File: config.mk
export PLATFORM = sky130hd
export DESIGN_NAME = lzwe_out_stage
export DESIGN_NICKNAME = d
export VERILOG_FILES = /design/src/rtl/lzwe_pkg.sv /design/src/rtl/lzwe_out_stage.sv
export SDC_FILE = /design/constraint.sdc
export NUM_CORES = 1
export LEC_CHECK = 0
export ABC_AREA = 1
export BUFFER_PORTS_ARGS = -buffer_cell sky130_fd_sc_hd__buf_2
export CAP_MARGIN = 40
export CORE_AREA = 2 2 39 41
export DETAILED_ROUTE_END_ITERATION = 10
export DIE_AREA = 0 0 41 43
export MAX_ROUTING_LAYER = met4
export PLACE_DENSITY = 0.72
export SYNTH_ARGS = -nofsm -noshare
export SYNTH_HDL_FRONTEND = slang
export SYNTH_SLANG_ARGS = --single-unit
File: constraint.sdc
create_clock -name clk -period 4.2 [get_ports clk]
set_clock_uncertainty 0.1 [all_clocks]
set_input_delay 0.21 -clock clk [delete_from_list [all_inputs] [get_ports clk]]
set_output_delay 0.21 -clock clk [all_outputs]
set_load 0.05 [all_outputs]
File: src/rtl/lzwe_pkg.sv
// ----------------------------------------------------------------------------
// lzwe_pkg
// Shared constants and types for the LZW byte encoder: dictionary geometry,
// the packed dictionary node word and the result item record.
// ----------------------------------------------------------------------------
package lzwe_pkg;

    // Dictionary geometry
    localparam int DICT_SIZE  = 4096;
    localparam int ADDR_W     = $clog2(DICT_SIZE);
    localparam int ROOT_CODES = 256;
    localparam int ROOT_W     = $clog2(ROOT_CODES);
    localparam int BYTE_W     = 8;
    localparam int NFC_W      = ADDR_W + 1;

    // Emitted code width and the byte-padded stream word
    localparam int CODE_W     = 12;
    localparam int OUT_DATA_W = ((CODE_W + 7) / 8) * 8;

    // A link of zero means no child or no sibling: roots are never linked to
    localparam logic [ADDR_W-1:0] LINK_NONE = '0;

    // One dictionary entry, stored as a single memory word
    typedef struct packed {
        logic [BYTE_W-1:0] suffix;
        logic [ADDR_W-1:0] first_child;
        logic [ADDR_W-1:0] next_sibling;
    } node_t;

    localparam int NODE_W = $bits(node_t);

    // Result item handed from the sequencer to the output stage
    typedef struct packed {
        logic              valid;
        logic [CODE_W-1:0] code;
        logic              last;
    } out_item_t;

endpackage

File: src/rtl/lzwe_out_stage.sv
// ----------------------------------------------------------------------------
// lzwe_out_stage
// Output register for result items. Takes a new item whenever it is empty
// or its held item leaves in the same cycle.
// ----------------------------------------------------------------------------
module lzwe_out_stage (
    input  logic                            clk,
    input  logic                            rst_n,
    input  lzwe_pkg::out_item_t             push,
    output logic                            push_ready,
    output logic                            m_axis_tvalid,
    input  logic                            m_axis_tready,
    output logic [lzwe_pkg::OUT_DATA_W-1:0] m_axis_tdata,  // [11:0] code, rest zero
    output logic                            m_axis_tlast   // last
);

    logic                          valid_reg;
    logic                          valid_next;
    logic [lzwe_pkg::CODE_W-1:0]   code_reg;
    logic                          last_reg;

    assign push_ready = !valid_reg || m_axis_tready;

    // Load on push, drop when the held item is taken
    always_comb
    begin
        valid_next = valid_reg;
        if (push.valid && push_ready)
        begin
            valid_next = 1'b1;
        end
        else if (m_axis_tready)
        begin
            valid_next = 1'b0;
        end
    end

    always_ff @(posedge clk or negedge rst_n)
    begin
        if (!rst_n)
        begin
            valid_reg <= 1'b0;
        end
        else
        begin
            valid_reg <= valid_next;
        end
    end

    // Payload holds until replaced
    always_ff @(posedge clk)
    begin
        if (push.valid && push_ready)
        begin
            code_reg <= push.code;
            last_reg <= push.last;
        end
    end

    assign m_axis_tvalid = valid_reg;
    assign m_axis_tdata  = lzwe_pkg::OUT_DATA_W'(code_reg);
    assign m_axis_tlast  = last_reg;

endmodule

==> impl_results.md <==
- Antenna violations before repair: 0
- Status: finished, final reports clean
- Syn_area_per_cell: between 15 and 20 um2
- CP arrival: 1.40 ns
- Final wirelength: 863 um
- First-pass iteration count of the detailed router: 7
- GP Congestion: approximately 0.6
- Clock latency on the worst-skew pair: around 0.26 ns
- Net Sw Frac: approximately 29%
- Std-Cell Rows: 14
- Pwr dens: between 400 and 500 nW/um2
- Iteration-0 DRC Markers: 5
- Routed Antenna Nets: 0
- Final-stage net count: 80
- ANT cells: 0
- Crit share post-route: a little over a third
- Total gr overflow: 0
- Hold Path Depth: 1
- Routed via count: between 300 and 400
- Area share of the largest cell type after synthesis: 83.2%
- Top post-synthesis cells by area: edfxtp_1, buf_4, dfrtp_1
- Crit path max fanout: 8
- Via density: between 3 and 4
- IO Pins: 36
- Largest net degree at the start of global routing: 9
- Max-slew violations: 0
- Fmax: around 0.66 GHz
- Pwr Total: 294 uW
- TritonCTS Sinks: 14
- Slew HR: a little over three fifths
- Slew of the pin with the lowest slew margin: ~0.56 ns
- Final hold vios: 0
- Cells after synthesis: 24
- Ys async rst share: approximately 7.1%
- Fin Setup TNS: 0 ns
- Max reg flops: 12
- Reg power frac: between 50% and 60%
- RSZ-0062 raised after global routing: no
- CTS Buf Count: 3
- Net load switching power: 84.5 uW
- Fillers: approximately 130
- EDFF count, synth: 13
- Internal Dissipation: about 210 uW
- Setup Buffers After CTS: 0
- Cell taking the most area after synthesis: edfxtp_1
- R2R depth: 2
- Resized Gates After CTS: 0
- All-layer global routing usage: approximately 10%
- Hold buffer count at cts: 1
- Yosys reg bits: 14
- Clock share of power: between 20% and 30%
- Synth cell types: 7
- Port Buf Inserts: 31
- Root Driver: clkbuf_4
- Initial core utilization: between 30 and 40%
- YS warnings: 0
- Top_reg_cell synth: edfxtp_1
- Crit Path Category: flip-flop to flip-flop
- Full die area: ~1800 um2
- Htree depth: 1
- Final cell count without fillers: between 70 and 80
- First-pass GRT wire length: roughly 1200 um
- Layout cells sized above 1: between 50% and 60%
- CTS tree: yes
- Die Wd: around 41 um
- Drt drc: 0
- CP Capture Type: flip-flop
- Peak supply drop: between 0.00015 and 0.0002 V
- Worst slack, placed: approximately 2.6 ns
- Worst hold path class: primary input to flip-flop
- CP required: between 4 and 5 ns
- Pleak: 0.000319 uW
- Reg clk slew, reported paths: about 0.08 ns
- Crit path launch type: flip-flop
- Syn-to-layout area delta: 46.9%
- Placed Instances: 71
- Most frequent cells after synthesis: edfxtp_1, buf_4, inv_1, nand2_1
- Final worst slack: 2.68 ns
- Post-Syn Area: about 470 um2
- Combinational share of power: about a fifth
- Setup violations, final: 0
- Register area share after synthesis: between 80 and 90%
- Most common cell in the netlist: edfxtp_1
- Max Cap Viol: 0
- Core box area: 1380 um2
- Min cycle time layout: about 1.5 ns
- Drt wl/cell: around 11 um
- Vias in the first global route: 287
- CTS max path bufs: 2
- Die extent in y: ~43 um
[critical path, cell delays in order, from the launching register on]
cell,delay (ns)
dfrtp_1,0.39
a21oi_1,0.48
buf_4,0.27
[power by group through the flow]
stage / Clock [uW] / Combinational [uW] / Sequential (uW)
floorplan: 0 / 16.7 / 193
finish: 71.7 / 58.7 / 163
global route: 81.6 / 61.8 / 164
CTS: 75.8 / 57.7 / 164
global placement: 0 / 55.5 / 167
detailed placement: 0 / 57.1 / 167
[placed cells by master, fill, tap and decap left out, drive strengths merged]
master,instances
a21oi,1
conb,4
edfxtp,13
nand2,2
clkinv,1
dlygate4sd3,3
dfrtp,1
clkbuf,3
buf,32
inv,2
[stage by stage]
stage	hold WS, ns	area (um2)	util (%)
global placement	-0.115	626	45.2
CTS	0.00223	669	48.4
global route	0.00346	689	49.8
floorplan	-0.186	480	-
finish	0.0137	689	49.8
detailed placement	-0.113	633	45.8
[metal layers]
metal	track usage, %	up-vias	share of wire [%]
met5	-	-	0
met4	6.00	0	0
met1	13.3	125	44
li1	-	150	-
met3	1.57	0	19
met2	14.7	35	37
[layout make-up]
type | instances | area (um2) | area share, %
clock inverters | 1 | 3.75 | 0.544
flip-flops and latches | 14 | 415 | 60.3
multi-input cells | 7 | 27.5 | 3.99
repair buffers | 35 | 193 | 27.9
well taps | 16 | 20.0 | 2.90
clock buffers | 3 | 22.5 | 3.27
inverters | 2 | 7.51 | 1.09
[kinds of logic after synthesis]
group	count (synthesis)	synth area share (%)
other	1	0.799
AND/OR/NAND/NOR	2	1.60
buffers and inverters	6	8.00
flip-flops	14	88.5
AO/OA/AOI/OAI	1	1.07
[final timing paths]
| kind | from | endpoint | slack (ns) |
|---|---|---|---|
| min in group asynchronous | rst_n | m_axis_tvalid | 0.15 |
| hold / removal | push[12] | code_reg[11] | 0.01 |
| setup reg to reg | m_axis_tvalid | code_reg[2] | 2.68 |
| setup / recovery | m_axis_tvalid | code_reg[2] | 2.68 |
| hold reg to reg | m_axis_tvalid | m_axis_tvalid | 0.42 |
| max in group asynchronous | rst_n | m_axis_tvalid | 3.77 |
(Power assumes the default switching activity.)
