**src/rtl/lzwe_pkg.sv**
```systemverilog
// ----------------------------------------------------------------------------
// lzwe_pkg
// Shared constants and types for the LZW byte encoder: dictionary geometry,
// the packed dictionary node word and the result item record.
// ----------------------------------------------------------------------------
package lzwe_pkg;

    // Dictionary geometry
    localparam int DICT_SIZE  = 4096;
    localparam int ADDR_W     = $clog2(DICT_SIZE);
    localparam int ROOT_CODES = 256;
    localparam int ROOT_W     = $clog2(ROOT_CODES);
    localparam int BYTE_W     = 8;
    localparam int NFC_W      = ADDR_W + 1;

    // Emitted code width and the byte-padded stream word
    localparam int CODE_W     = 12;
    localparam int OUT_DATA_W = ((CODE_W + 7) / 8) * 8;

    // A link of zero means no child or no sibling: roots are never linked to
    localparam logic [ADDR_W-1:0] LINK_NONE = '0;

    // One dictionary entry, stored as a single memory word
    typedef struct packed {
        logic [BYTE_W-1:0] suffix;
        logic [ADDR_W-1:0] first_child;
        logic [ADDR_W-1:0] next_sibling;
    } node_t;

    localparam int NODE_W = $bits(node_t);

    // Result item handed from the sequencer to the output stage
    typedef struct packed {
        logic              valid;
        logic [CODE_W-1:0] code;
        logic              last;
    } out_item_t;

endpackage

```
**src/rtl/lzwe_root_tbl.sv**
```systemverilog
// ----------------------------------------------------------------------------
// lzwe_root_tbl
// Valid bits for the first-child links of the 256 root codes. A root whose
// bit is clear has no children, whatever its memory word holds. All bits
// clear at reset and at the end of each stream.
// ----------------------------------------------------------------------------
module lzwe_root_tbl (
    input  logic                       clk,
    input  logic                       rst_n,
    input  logic                       clear,
    input  logic                       set,
    input  logic [lzwe_pkg::ROOT_W-1:0] set_idx,
    input  logic [lzwe_pkg::ROOT_W-1:0] rd_idx,
    output logic                       rd_valid
);

    logic [lzwe_pkg::ROOT_CODES-1:0] valid_reg;
    logic [lzwe_pkg::ROOT_CODES-1:0] valid_next;

    // Clear the whole table at end of stream, else mark one root
    always_comb
    begin
        valid_next = valid_reg;
        if (clear)
        begin
            valid_next = '0;
        end
        else if (set)
        begin
            valid_next[set_idx] = 1'b1;
        end
    end

    always_ff @(posedge clk or negedge rst_n)
    begin
        if (!rst_n)
        begin
            valid_reg <= '0;
        end
        else
        begin
            valid_reg <= valid_next;
        end
    end

    assign rd_valid = valid_reg[rd_idx];

endmodule

```
**config.mk**
```make
export PLATFORM = sky130hd
export DESIGN_NAME = lzwe_root_tbl
export DESIGN_NICKNAME = d
export VERILOG_FILES = /design/src/rtl/lzwe_pkg.sv /design/src/rtl/lzwe_root_tbl.sv
export SDC_FILE = /design/constraint.sdc
export NUM_CORES = 1
export LEC_CHECK = 0
export BUFFER_PORTS_ARGS = -buffer_cell sky130_fd_sc_hd__buf_2
export CORE_MARGIN = 1
export CORE_UTILIZATION = 32
export CTS_BUF_LIST = sky130_fd_sc_hd__clkbuf_4 sky130_fd_sc_hd__clkbuf_8 sky130_fd_sc_hd__clkbuf_16
export CTS_CLUSTER_SIZE = 10
export DETAILED_ROUTE_END_ITERATION = 7
export GPL_ROUTABILITY_DRIVEN = 1
export HOLD_SLACK_MARGIN = 0.06
export PLACE_DENSITY = 0.5
export SETUP_SLACK_MARGIN = 0.05
export SYNTH_ARGS = -nofsm -noshare
export SYNTH_HDL_FRONTEND = slang
export SYNTH_SLANG_ARGS = --single-unit
```
**constraint.sdc**
```tcl
create_clock -name clk -period 3.3 [get_ports clk]
set_input_delay 0.495 -clock clk [delete_from_list [all_inputs] [get_ports clk]]
set_output_delay 0.495 -clock clk [all_outputs]
set_load 0.005 [all_outputs]
```
==> results list, run 1 <==
* Fill cells: between 3000 and 4000
- Multi-input logic area: 4770 um2
- Unrepaired setup endpoints after global routing: true
* Per-cell routed wire length: 20.6 um
- In the global route stage, met2 resource usage came out at 0.306.
* Portion of total power attributed to sequential cells: 0.480
- The synthesized design contains 0 enable-type register cells.
* Core Area: 35400 um2
- Clock Sink Count: 256
- Most used DFF post-synth: dfrtp_1
- Slowest library cell on the worst path: mux4_2
- Type of the worst min-delay path: in2reg
- After clock tree synthesis, the clock-pin slew on the worst setup and hold paths is ~0.05 ns.
- The die covers 36600 um2.
* Portion of the clock cycle consumed by the worst path in the final layout: 0.991
* CTS tree: built
- Number of nets in the synthesized netlist: 1120
- Critical Path, Cell by Cell: mux4_2, mux2_4, a2111oi_4, a311oi_2, nor4_2, a211oi_2, buf_2
* Final setup violation count: 0
- Library cells used by synthesis: 42
- 21 I/O pins were placed.
- WP buf/inv: 1
- The cell count after synthesis came out at 1100.
- Row generation in the floorplan step produced 69 rows.
* Number of flip-flops in the largest register: 256
- Net count, final: about 1200
- Of the total power, the share spent switching nets is 0.236.
* GR Util All Layers: 0.187
* Die Width: roughly 190 um
* Layout cells sized above 1: 0.181
- Wires add up to between 30 and 40 mm.
- At the worst endpoint, the required time is 2.80 ns.
* Leading cell types by total area after synthesis: dfrtp_1 56%, a21oi_1 11%, nor2_1 9.3%
- The detail route stage leaves a number of antenna-violating nets equal to 0.
* Synth warnings: 0
- Worst-case headroom to the max-slew limit: 0.452
* Weighted congestion reported at the end of routability-driven placement: 0.797
- Static timing analysis puts the maximum clock frequency at around 310 MHz.
- Type of element capturing the critical path: primary output
- Biggest cell delay along the critical path: ~0.48 ns
- Reg area: 6410 um2
- The worst register-to-register path begins at valid_reg[231].
* Power per standard cell area: 485 nW/um2
- Mean instance size in the synthesized netlist: 10.4 um2
* Part of the Yosys area used for sequential elements: 0.558
* Static Leakage: 6.11 nW
* Fin. Hold Viols: 0
- dfrtp_1 takes more of the synthesized area than any other cell.
- Post-synth ARST share: 1.00
* Max IR drop VDD: 0.388 mV
- The first global-routing pass estimated 52.9 mm of wire.
* Deepest clock path buffer count: 3
* Routed via count divided by cell count: approximately 5.3
- Before antenna repair, the detailed router went through 4 iterations.
- HPWL after detailed placement: 21.0 mm
* Largest net degree at the start of global routing: 100
* Outcome: completed
- For the pin with the worst max-slew slack, the measured transition is 0.822 ns.
- Number of global-route vias before repair: 8785
- Final worst clock skew: 0 ns
- The library cell used most frequently in the layout, excluding fill and tap cells, is nor2_1.
- Layout overhead on the synthesized area: 17.8%
* Final Core Density: 0.382
* Post-synth top area share: 0.558
- Final critical path time including I/O delays and setup: about 3.3 ns
- Internal power comes to approximately 5 mW.
* Initial Util: 0.324
- STA classifies the critical path startpoint as a flop.
- Number of DRC violations after detailed-routing iteration 0: 703
- Setup TNS after final layout: 0 ns
- Number of slew-limit violations in the final report: 0
* Number of DRC violations after detailed routing: 0
- Of the total power, the clock network draws 0.452.
- The layer flagged by global routing as most heavily used is met2.
- Measured along the y axis, the die boundary spans 191 um.
- At the later pin of the worst-skew pair, clock insertion delay measures 0.56 ns.
- Max cap viols: 0
- Antenna violations before repair: 1
- CP max FO: 2
- The startpoint identified for the worst hold timing path is set_idx[2].
* Met1 GRT Util: 0.264
* Syn Std Cell Area: 11500 um2
- Commonest non-fill, non-tap cells in the layout: 285 x nor2_1, 256 x a21oi_1, 256 x dfrtp_1
- Among cell families on the critical path, the largest total delay comes from multiplexers.
- Signal arrival time at the worst endpoint: 2.77 ns
- Fraction of power consumed by combinational cells: 0.068
- In this run the number of H-tree levels came out at 1.
* Clock root buffer: clkbuf_16
- After global routing the overflow that remains totals 0.
- Tracing the worst setup path back leads to its startpoint at valid_reg[75].
- Flop and latch count out of synthesis: ~260
- The setup path with the least slack is of type reg2out.
- In this run, CTS created clock tree buffers numbering 30.
* Met3 usage: 0.0222
- Port Buffers: 20
- Switching power: 1.55 mW
- The routed layout has 8615 vias.
## final timing paths
path,slack [ns],depth (start not counted),to
setup / recovery,0.03,7,rd_valid
hold / removal,0.40,4,valid_reg[224]
setup reg to reg,2.59,2,valid_reg[231]
hold reg to reg,0.49,2,valid_reg[163]
max in group asynchronous,1.79,3,valid_reg[234]
min in group asynchronous,0.59,2,valid_reg[39]
## synthesized netlist by cell type (5+ instances only)
master / count
nor2_1: 285
a21oi_1: 256
dfrtp_1: 256
clkbuf_1: 63
mux2i_1: 54
mux4_2: 29
o22ai_1: 21
and2_0: 16
nor3_1: 14
mux4_1: 11
nand2_1: 11
buf_4: 9
nand2b_1: 8
buf_6: 7
mux2_2: 6
nor4_1: 5
## metrics by stage
| stage | cells | hold slack, ns | instance area (um2) | setup WS [ns] | power (mW) |
|---|---|---|---|---|---|
| CTS | 1621 | 0.380 | 13500 | -0.00960 | 6.66 |
| global placement | 1579 | 0.469 | 12500 | -0.207 | 3.65 |
| detailed placement | 1579 | 0.479 | 12500 | -0.177 | 3.65 |
| floorplan | 1100 | 0.199 | 11500 | 0.656 | 3.42 |
| global route | 1624 | 0.429 | 13500 | -0.0555 | 6.81 |
| finish | 1625 | 0.404 | 13500 | 0.0310 | 6.57 |
## layer usage
metal / wire (um) / up-vias
li1: - / 3949
met1: 15800 / 4462
met2: 15900 / 162
met3: 1210 / 42
met4: 617 / 0
met5: 0 / -
## power by group through the flow
stage | combinational (mW) | clock [mW] | sequential [mW]
3_3_place_gp | 0.440 | 0 | 3.21
6_report | 0.449 | 2.97 | 3.15
3_5_place_dp | 0.440 | 0 | 3.21
5_1_grt | 0.489 | 3.17 | 3.15
2_1_floorplan | 0.211 | 0 | 3.21
4_1_cts | 0.450 | 3.06 | 3.15
## tightest hold or removal path: stages
cell and delay [ns]:
buf_2 0.14, nor4_1 0.10, a21oi_1 0.13, nor2_1 0.04
## cells by family after synthesis
group	count (synthesis)	share of synthesized area
DFF	256	0.558
buffers and inverters	91	0.0391
and+or+nand+nor	351	0.126
muxes	101	0.136
AOI/OAI and AO/OA	301	0.140
## what timing repair did
| action | CTS | global route |
|---|---|---|
| resized for setup | 21 | 9 |
| pin swaps | 5 | 6 |
| hold endpoints to repair | 93 | 0 |
| buffers inserted | 0 | 3 |
| hold buffers | 1 | 0 |
| setup endpoints to repair | 1 | 1 |
## cell type report
type                    count  area share
clock buffers              40      0.0615
clock inverters             2     0.00157
repair buffers            108      0.0671
well taps                 461      0.0426
multi-input cells         753       0.352
flip-flops and latches    256       0.474
inverters                   4     0.00111
diodes                      1    0.000185
Note: power is estimated with default switching activity, not from simulation.
==> inputs of run 2 (changes only) <==
==> constraint.sdc (replaced) <==
create_clock -name clk -period 3.3 [get_ports clk]
set_input_delay 0.165 -clock clk [delete_from_list [all_inputs] [get_ports clk]]
set_output_delay 0.165 -clock clk [all_outputs]
set_load 0.005 [all_outputs]
==> results list, run 2 (synthesis gave the netlist of run 1 again) <==
- The clock tree from TritonCTS is built (unchanged).
- Number of global-route vias before repair: 8427 (was 8785)
* Residual overflow from global routing: 0 (unchanged)
* Max IR drop VDD: 0.366 mV (was 0.388 mV)
- The number of buffers inserted during clock tree synthesis is 31 (was 30).
- The maximum count of clock buffers along a single path is 3 (unchanged).
* Setup TNS after final layout: 0 ns (unchanged)
- Final critical path time including I/O delays and setup: 3.13 ns (was 3.27 ns)
- Signal arrival time at the worst endpoint: 2.96 ns (was 2.77 ns)
* Most common library cell in the layout ignoring fill and taps: nor2_1 (unchanged)
* Global-route wire length before repair: 51.3 mm (was 52.9 mm)
- CP max FO: 2 (unchanged)
- Port Buffers: 20 (unchanged)
- GR Util All Layers: 0.183 (was 0.187)
- The sequential cell area in the final layout came to 6410 um2 (unchanged).
* Number of DRC violations after detailed routing: 0 (unchanged)
- The cell at the root of the clock tree was clkbuf_16 (unchanged).
* Clock Sink Count: 256 (unchanged)
- The floorplan die area was 36600 um2 (unchanged).
- Type of element capturing the critical path: primary output (unchanged)
- Net count, final: 1136 (was 1173)
- The worst hold slack across all endpoints is 0.0733 ns (was 0.404 ns).
- The layout filler cell count was 3530 (was 3533).
- The worst endpoint required time was 3.13 ns (was 2.80 ns).
- The post-detailed-placement half-perimeter wirelength was 19.8 mm (was 21.0 mm).
- Die Width: 191 um (unchanged)
- Number of DRC violations after detailed-routing iteration 0: 677 (was 703)
- The tightest slew margin relative to the limit was 0.269 (was 0.452).
* Commonest non-fill, non-tap cells in the layout: 285 x nor2_1, 256 x a21oi_1, 256 x dfrtp_1 (unchanged)
- Final wirelength: 32.7 mm (was 33.4 mm)
- Final setup violation count: 0 (unchanged)
- The flip-flop count of the largest register after layout is 256 (unchanged).
- The fraction of final layout cells with drive strength greater than 1 came to 0.147 (was 0.181).
* Post-detailed-route count of antenna-violating nets: 0 (unchanged)
- # IOs: 21 (unchanged)
* Antenna violations before repair: 1 (unchanged)
- Static Leakage: 5.95 nW (was 6.11 nW)
- Post-placement cell area: 12200 um2 (was 12500 um2)
- The via count of the routed design came to 8430 (was 8615).
- Total number of H-tree levels: 1 (unchanged)
* Core Area: 35400 um2 (unchanged)
* Portion of the clock cycle consumed by the worst path in the final layout: 0.948 (was 0.991)
- The transition at the pin with the smallest max-transition slack is 1.09 ns (was 0.822 ns).
- FP Rows: 69 (unchanged)
* Slowest library cell on the worst path: mux4_1 (was mux4_2)
* Critical Path, Cell by Cell: mux4_1, mux2_4, a2111oi_4, a311oi_2, nor4_2, a211oi_2, buf_4, buf_2 (was mux4_2, mux2_4, a2111oi_4, a311oi_2, nor4_2, a211oi_2, buf_2)
- The area growth from synthesis to layout was 15.0% (was 17.8%).
* Vertical die dimension: 191 um (unchanged)
* Clock latency on the worst-skew pair: 0.57 ns (was 0.56 ns)
- Final design instance area without fill: 13200 um2 (was 13500 um2)
- The max-capacitance violation count is 0 (unchanged).
- The average routed wire per standard cell was 20.6 um (about the same).
* Critical setup path kind: reg2out (unchanged)
- The routability congestion estimate from global placement is 0.775 (was 0.797).
- The detailed-router iteration count before antenna repair came to 5 (was 4).
- The post-CTS clock slew at the launch and capture registers of the worst setup and hold paths came to 0.06 ns (was 0.05 ns).
- The power density normalized to cell area came to 506 nW/um2 (was 485 nW/um2).
- The detailed-route vias per instance is 5.30 (about the same).
- The class of the most critical hold timing path was in2async (was in2reg).
* Kind of cell adding the most delay to the critical path: multiplexers (unchanged)
- The combined area of the multi-input logic cells is 4740 um2 (was 4770 um2).
- Number of slew-limit violations in the final report: 0 (unchanged)
- The effective utilization at floorplan is 0.324 (unchanged).
- The worst-case clock skew came to 0 ns (unchanged).
* Biggest cell delay along the critical path: 0.49 ns (was 0.48 ns)
- The slack of the critical path is 0.173 ns (was 0.0310 ns).
- Outcome: completed (unchanged).
- Setup slack at placement: 0.202 ns (was -0.177 ns)
- Maximum achievable frequency: 320 MHz (was 306 MHz)
- Unrepaired setup endpoints after global routing: false (was true).
- Fin. Hold Viols: 0 (unchanged)
* Largest net degree at the start of global routing: 125 (was 100)
- The nature of the critical path startpoint is a flop (unchanged).
* WP buf/inv: 2 (was 1)
* Number of post-CTS setup repair buffers: 0 (unchanged)
[run 2: changes by cell type in the layout (fill, tap and decap cells not counted), moves of 3 or more]
cell	before	now
buf_4	77	47
buf_12	9	4
clkbuf_8	1	5
mux4_1	7	11
mux4_2	33	29
buf_6	4	1
[run 2: repair_timing]
| item | in CTS | in global routing |
|---|---|---|
| pin swaps | 1 | 3 |
| endpoints found under the setup margin | 1 | 1 |
| gates resized for setup | 5 | 9 |
| hold buffers | 1 | 0 |
| hold endpoints to repair | 249 | 0 |
[run 2: final cells by class]
cell class,count,area share
clock inverters,2,0.00133
flip-flops and latches,256,0.485
repair buffers,70,0.0416
diodes,1,0.000190
multi-input cells,753,0.359
inverters,4,0.00114
well taps,461,0.0437
clock buffers,43,0.0680
[run 2: worst paths after layout]
kind	to	slack, ns	start	cells past startpoint
max	rd_valid	0.17	valid_reg[73]	8
max in group asynchronous	valid_reg[202]	2.21	rst_n	3
min in group clk	valid_reg[224]	0.07	set_idx[3]	4
min	valid_reg[45]	0.07	rst_n	2
min reg2reg	valid_reg[0]	0.49	valid_reg[0]	2
max reg2reg	valid_reg[224]	2.57	valid_reg[224]	2
[run 2: through the flow]
step | utilization | power, mW | std cells
5_1_grt | 0.373 | 6.91 | 1589
3_3_place_gp | 0.345 | 3.61 | 1543
4_1_cts | 0.371 | 6.76 | 1589
2_1_floorplan | - | 3.42 | 1100
6_report | 0.373 | 6.68 | 1590
3_5_place_dp | 0.345 | 3.61 | 1543
[run 2: worst register-to-register path: stages (launching register included)]
cell and delay, ns:
dfrtp_1 0.40, a21oi_1 0.14, nor2_1 0.05
[run 2: per-layer routing]
| metal | routed length [um] | global-route usage | vias up |
|---|---|---|---|
| met5 | 0 | 0 | - |
| met4 | 614 | 0.0461 | 0 |
| met3 | 1390 | 0.0226 | 40 |
| met2 | 15300 | 0.292 | 197 |
| met1 | 15400 | 0.261 | 4310 |
| li1 | - | - | 3883 |
[run 2: power breakdown]
part	leakage (nW)	internal, mW	switching [mW]	total, mW
registers	3.58	3.15	0.00382	3.15
clock network	0.459	1.86	1.27	3.12
logic	1.91	0.106	0.295	0.401
==> inputs of run 3 (changes only) <==
--- a/config.mk
+++ b/config.mk
@@ -6,6 +6,9 @@
 export NUM_CORES = 1
 export LEC_CHECK = 0
 export BUFFER_PORTS_ARGS = -buffer_cell sky130_fd_sc_hd__buf_2
+export CAP_MARGIN = 20
+export CELL_PAD_IN_SITES_DETAIL_PLACEMENT = 1
+export CELL_PAD_IN_SITES_GLOBAL_PLACEMENT = 1
 export CORE_MARGIN = 1
 export CORE_UTILIZATION = 32
 export CTS_BUF_LIST = sky130_fd_sc_hd__clkbuf_4 sky130_fd_sc_hd__clkbuf_8 sky130_fd_sc_hd__clkbuf_16
@@ -13,7 +16,7 @@
 export DETAILED_ROUTE_END_ITERATION = 7
 export GPL_ROUTABILITY_DRIVEN = 1
 export HOLD_SLACK_MARGIN = 0.06
-export PLACE_DENSITY = 0.5
+export PLACE_DENSITY = 0.59
 export SETUP_SLACK_MARGIN = 0.05
 export SYNTH_ARGS = -nofsm -noshare
 export SYNTH_HDL_FRONTEND = slang
==> results list, run 3 (synthesis gave the netlist of run 1 again) <==
- Outcome: completed (unchanged).
- CTS tree: built (unchanged)
- TritonCTS buffer count: 31 (unchanged)
- CP max FO: 2 (unchanged)
- The post-layout net count came to 1145 (was 1136).
- The nature of the critical path startpoint was a flop (unchanged).
- Deepest clock path buffer count: 3 (unchanged)
* Worst min-delay path startpoint: set_idx[0]
* Core Area: 35400 um2 (unchanged)
* Total number of H-tree levels: 1 (unchanged)
- Via count: 8564 (was 8430)
* Worst-margin pin slew: 0.892 ns (was 1.09 ns)
* Post-layout instance count excluding filler cells: 1595 (was 1590)
* Worst-case headroom to the max-slew limit: 0.405 (was 0.269)
* Post-placement cell area: 12300 um2 (was 12200 um2)
- Die footprint: 36600 um2 (unchanged)
- The static leakage was 6.00 nW (was 5.95 nW).
* Most common library cell in the layout ignoring fill and taps: nor2_1 (unchanged)
* Final setup violation count: 0 (unchanged)
- Weighted congestion reported at the end of routability-driven placement: 0.759 (was 0.775)
- The fraction of power spent switching nets was 0.237 (was 0.235).
- Routed via count divided by cell count: 5.37 (was 5.30)
- The global router's overall resource usage was 0.201 (was 0.183).
* WHS: 0.0964 ns (was 0.0733 ns)
- The total global routing overflow is 0 (unchanged).
- Number of post-CTS setup repair buffers: 0 (unchanged)
* Cell-internal power: 5.13 mW (was 5.11 mW)
* Critical setup path kind: reg2out (unchanged)
- Fraction of power consumed by combinational cells: 0.063 (was 0.060)
* # IOs: 21 (unchanged)
* HPWL after detailed placement: 21.8 mm (was 19.8 mm)
- Clock Sink Count: 256 (unchanged)
- Maximum achievable frequency: 323 MHz (was 320 MHz)
- The number of slew-limit violations in the final report is 0 (unchanged).
* Commonest non-fill, non-tap cells in the layout: 285 x nor2_1, 256 x a21oi_1, 256 x dfrtp_1 (unchanged)
- The worst endpoint required time was 3.13 ns (about the same).
- The switching power was 1.59 mW (was 1.57 mW).
* Vertical die dimension: 191 um (unchanged)
- The beginning of the worst register-to-register path is valid_reg[130] (was valid_reg[224]).
- The detailed-route wire length came to 35.3 mm (was 32.7 mm).
* Beginning of the critical path: valid_reg[153] (was valid_reg[73])
- Number of DRC violations after detailed-routing iteration 0: 628 (was 677)
- Unrepaired setup endpoints after global routing: false (unchanged)
* Initial Util: 0.324 (unchanged)
* Global-route wire length before repair: 56.3 mm (was 51.3 mm)
- The post-CTS clock slew at the launch and capture registers of the worst setup and hold paths is 0.06 ns (about the same).
* Portion of total power attributed to sequential cells: 0.469 (was 0.472)
- The count of antenna-violating nets left after detailed routing is 0 (unchanged).
- Number of DRC violations after detailed routing: 0 (unchanged)
- The proportion of power drawn by the clock network was 0.468 (about the same).
* Layout overhead on the synthesized area: 15.7% (was 15.0%)
- Clock latency on the worst-skew pair: 0.56 ns (was 0.57 ns)
- The maximum number of pins on one net before global-route repair came to 125 (unchanged).
- The final total negative setup slack was 0 ns (unchanged).
- Layout cells sized above 1: 0.149 (was 0.147)
* Clock root buffer: clkbuf_16 (unchanged)
- The number of antenna violations at the first check in global routing was 1 (unchanged).
* Type of element capturing the critical path: primary output (unchanged)
- The detailed-router iteration count before antenna repair was 4 (was 5).
- The average routed wire per standard cell is 22.1 um (was 20.6 um).
- Portion of the clock cycle consumed by the worst path in the final layout: 0.938 (was 0.948)
- The flip-flop count of the largest register after layout is 256 (unchanged).
* Cell count after placement: 1548 (was 1543)
* Final critical path time including I/O delays and setup: 3.09 ns (was 3.13 ns)
- The count of standard-cell rows was 69 (unchanged).
* Port Buffers: 20 (unchanged)
* Number of global-route vias before repair: 9188 (was 8427)
- The worst-case clock skew is 0 ns (unchanged).
- The number of failing hold endpoints at the final stage was 0 (unchanged).
* Final design instance area without fill: 13300 um2 (was 13200 um2)
* Die Width: 191 um (unchanged)
- Number of diodes: 0 (was 1)
* Max cap viols: 0 (unchanged)
- The class of the most critical hold timing path is in2reg (was in2async).
- Power per standard cell area: 506 nW/um2 (about the same)
* Max IR drop VDD: 0.374 mV (was 0.366 mV)
- Signal arrival time at the worst endpoint: 2.93 ns (was 2.96 ns)
## run 3: cell count changes in the layout (fill, tap and decap cells not counted), moves of 2 or more
cell           change
clkbuf_4           -4
buf_12             +3
dlygate4sd3_1      +3
a2111oi_2          +2
a2111oi_4          -2
## run 3: stage by stage
stage | setup WS [ns] | utilization | power [mW]
final | 0.206 | 0.375 | 6.72
after global routing | 0.0527 | 0.375 | 6.94
after detailed placement | 0.407 | 0.347 | 3.63
after CTS | 0.118 | 0.374 | 6.79
after global placement | 0.404 | 0.346 | 3.62
after floorplan | 1.29 | - | 3.42
## run 3: routing by layer
layer	wire (um)	vias to the layer above	track usage
met5	13	-	0
met4	576	2	0.0403
met3	1170	43	0.0296
met2	16800	128	0.327
met1	16700	4491	0.283
li1	-	3900	-
## run 3: path summary, 6_finish.rpt
kind	to	slack [ns]	cells past startpoint
min in group asynchronous	valid_reg[36]	0.18	2
max in group asynchronous	valid_reg[128]	2.19	3
hold reg to reg	valid_reg[249]	0.49	2
setup / recovery	rd_valid	0.21	8
setup reg to reg	valid_reg[130]	2.56	2
hold / removal	valid_reg[244]	0.1	4
## run 3: layout make-up
type	instances	area [um2]
inverters	4	15.0
well taps	461	577
flip-flops and latches	256	6410
repair buffers	79	672
clock buffers	38	853
multi-input cells	753	4710
clock inverters	4	52.6
fillers	3931	22100
## run 3: critical path, stage by stage, from the launching register on
cell       delay (ns)
dfrtp_1          0.39
mux4_1           0.49
mux2_2           0.29
a2111oi_0        0.51
a2111oi_2        0.11
nor2_1           0.17
a211oi_2         0.13
buf_4            0.16
buf_2            0.11
## run 3: timing repair
action                     CTS  global route
setup endpoints to repair    0             1
hold buffers                 4             0
gates resized for setup      0            12
hold endpoints to repair    75             0
## run 3: power groups by stage
stage / sequential, mW / combinational, mW / clock (mW)
floorplan: 3.21 / 0.211 / 0
global placement: 3.21 / 0.417 / 0
detailed placement: 3.21 / 0.418 / 0
CTS: 3.15 / 0.423 / 3.22
global route: 3.15 / 0.459 / 3.33
finish: 3.15 / 0.420 / 3.15
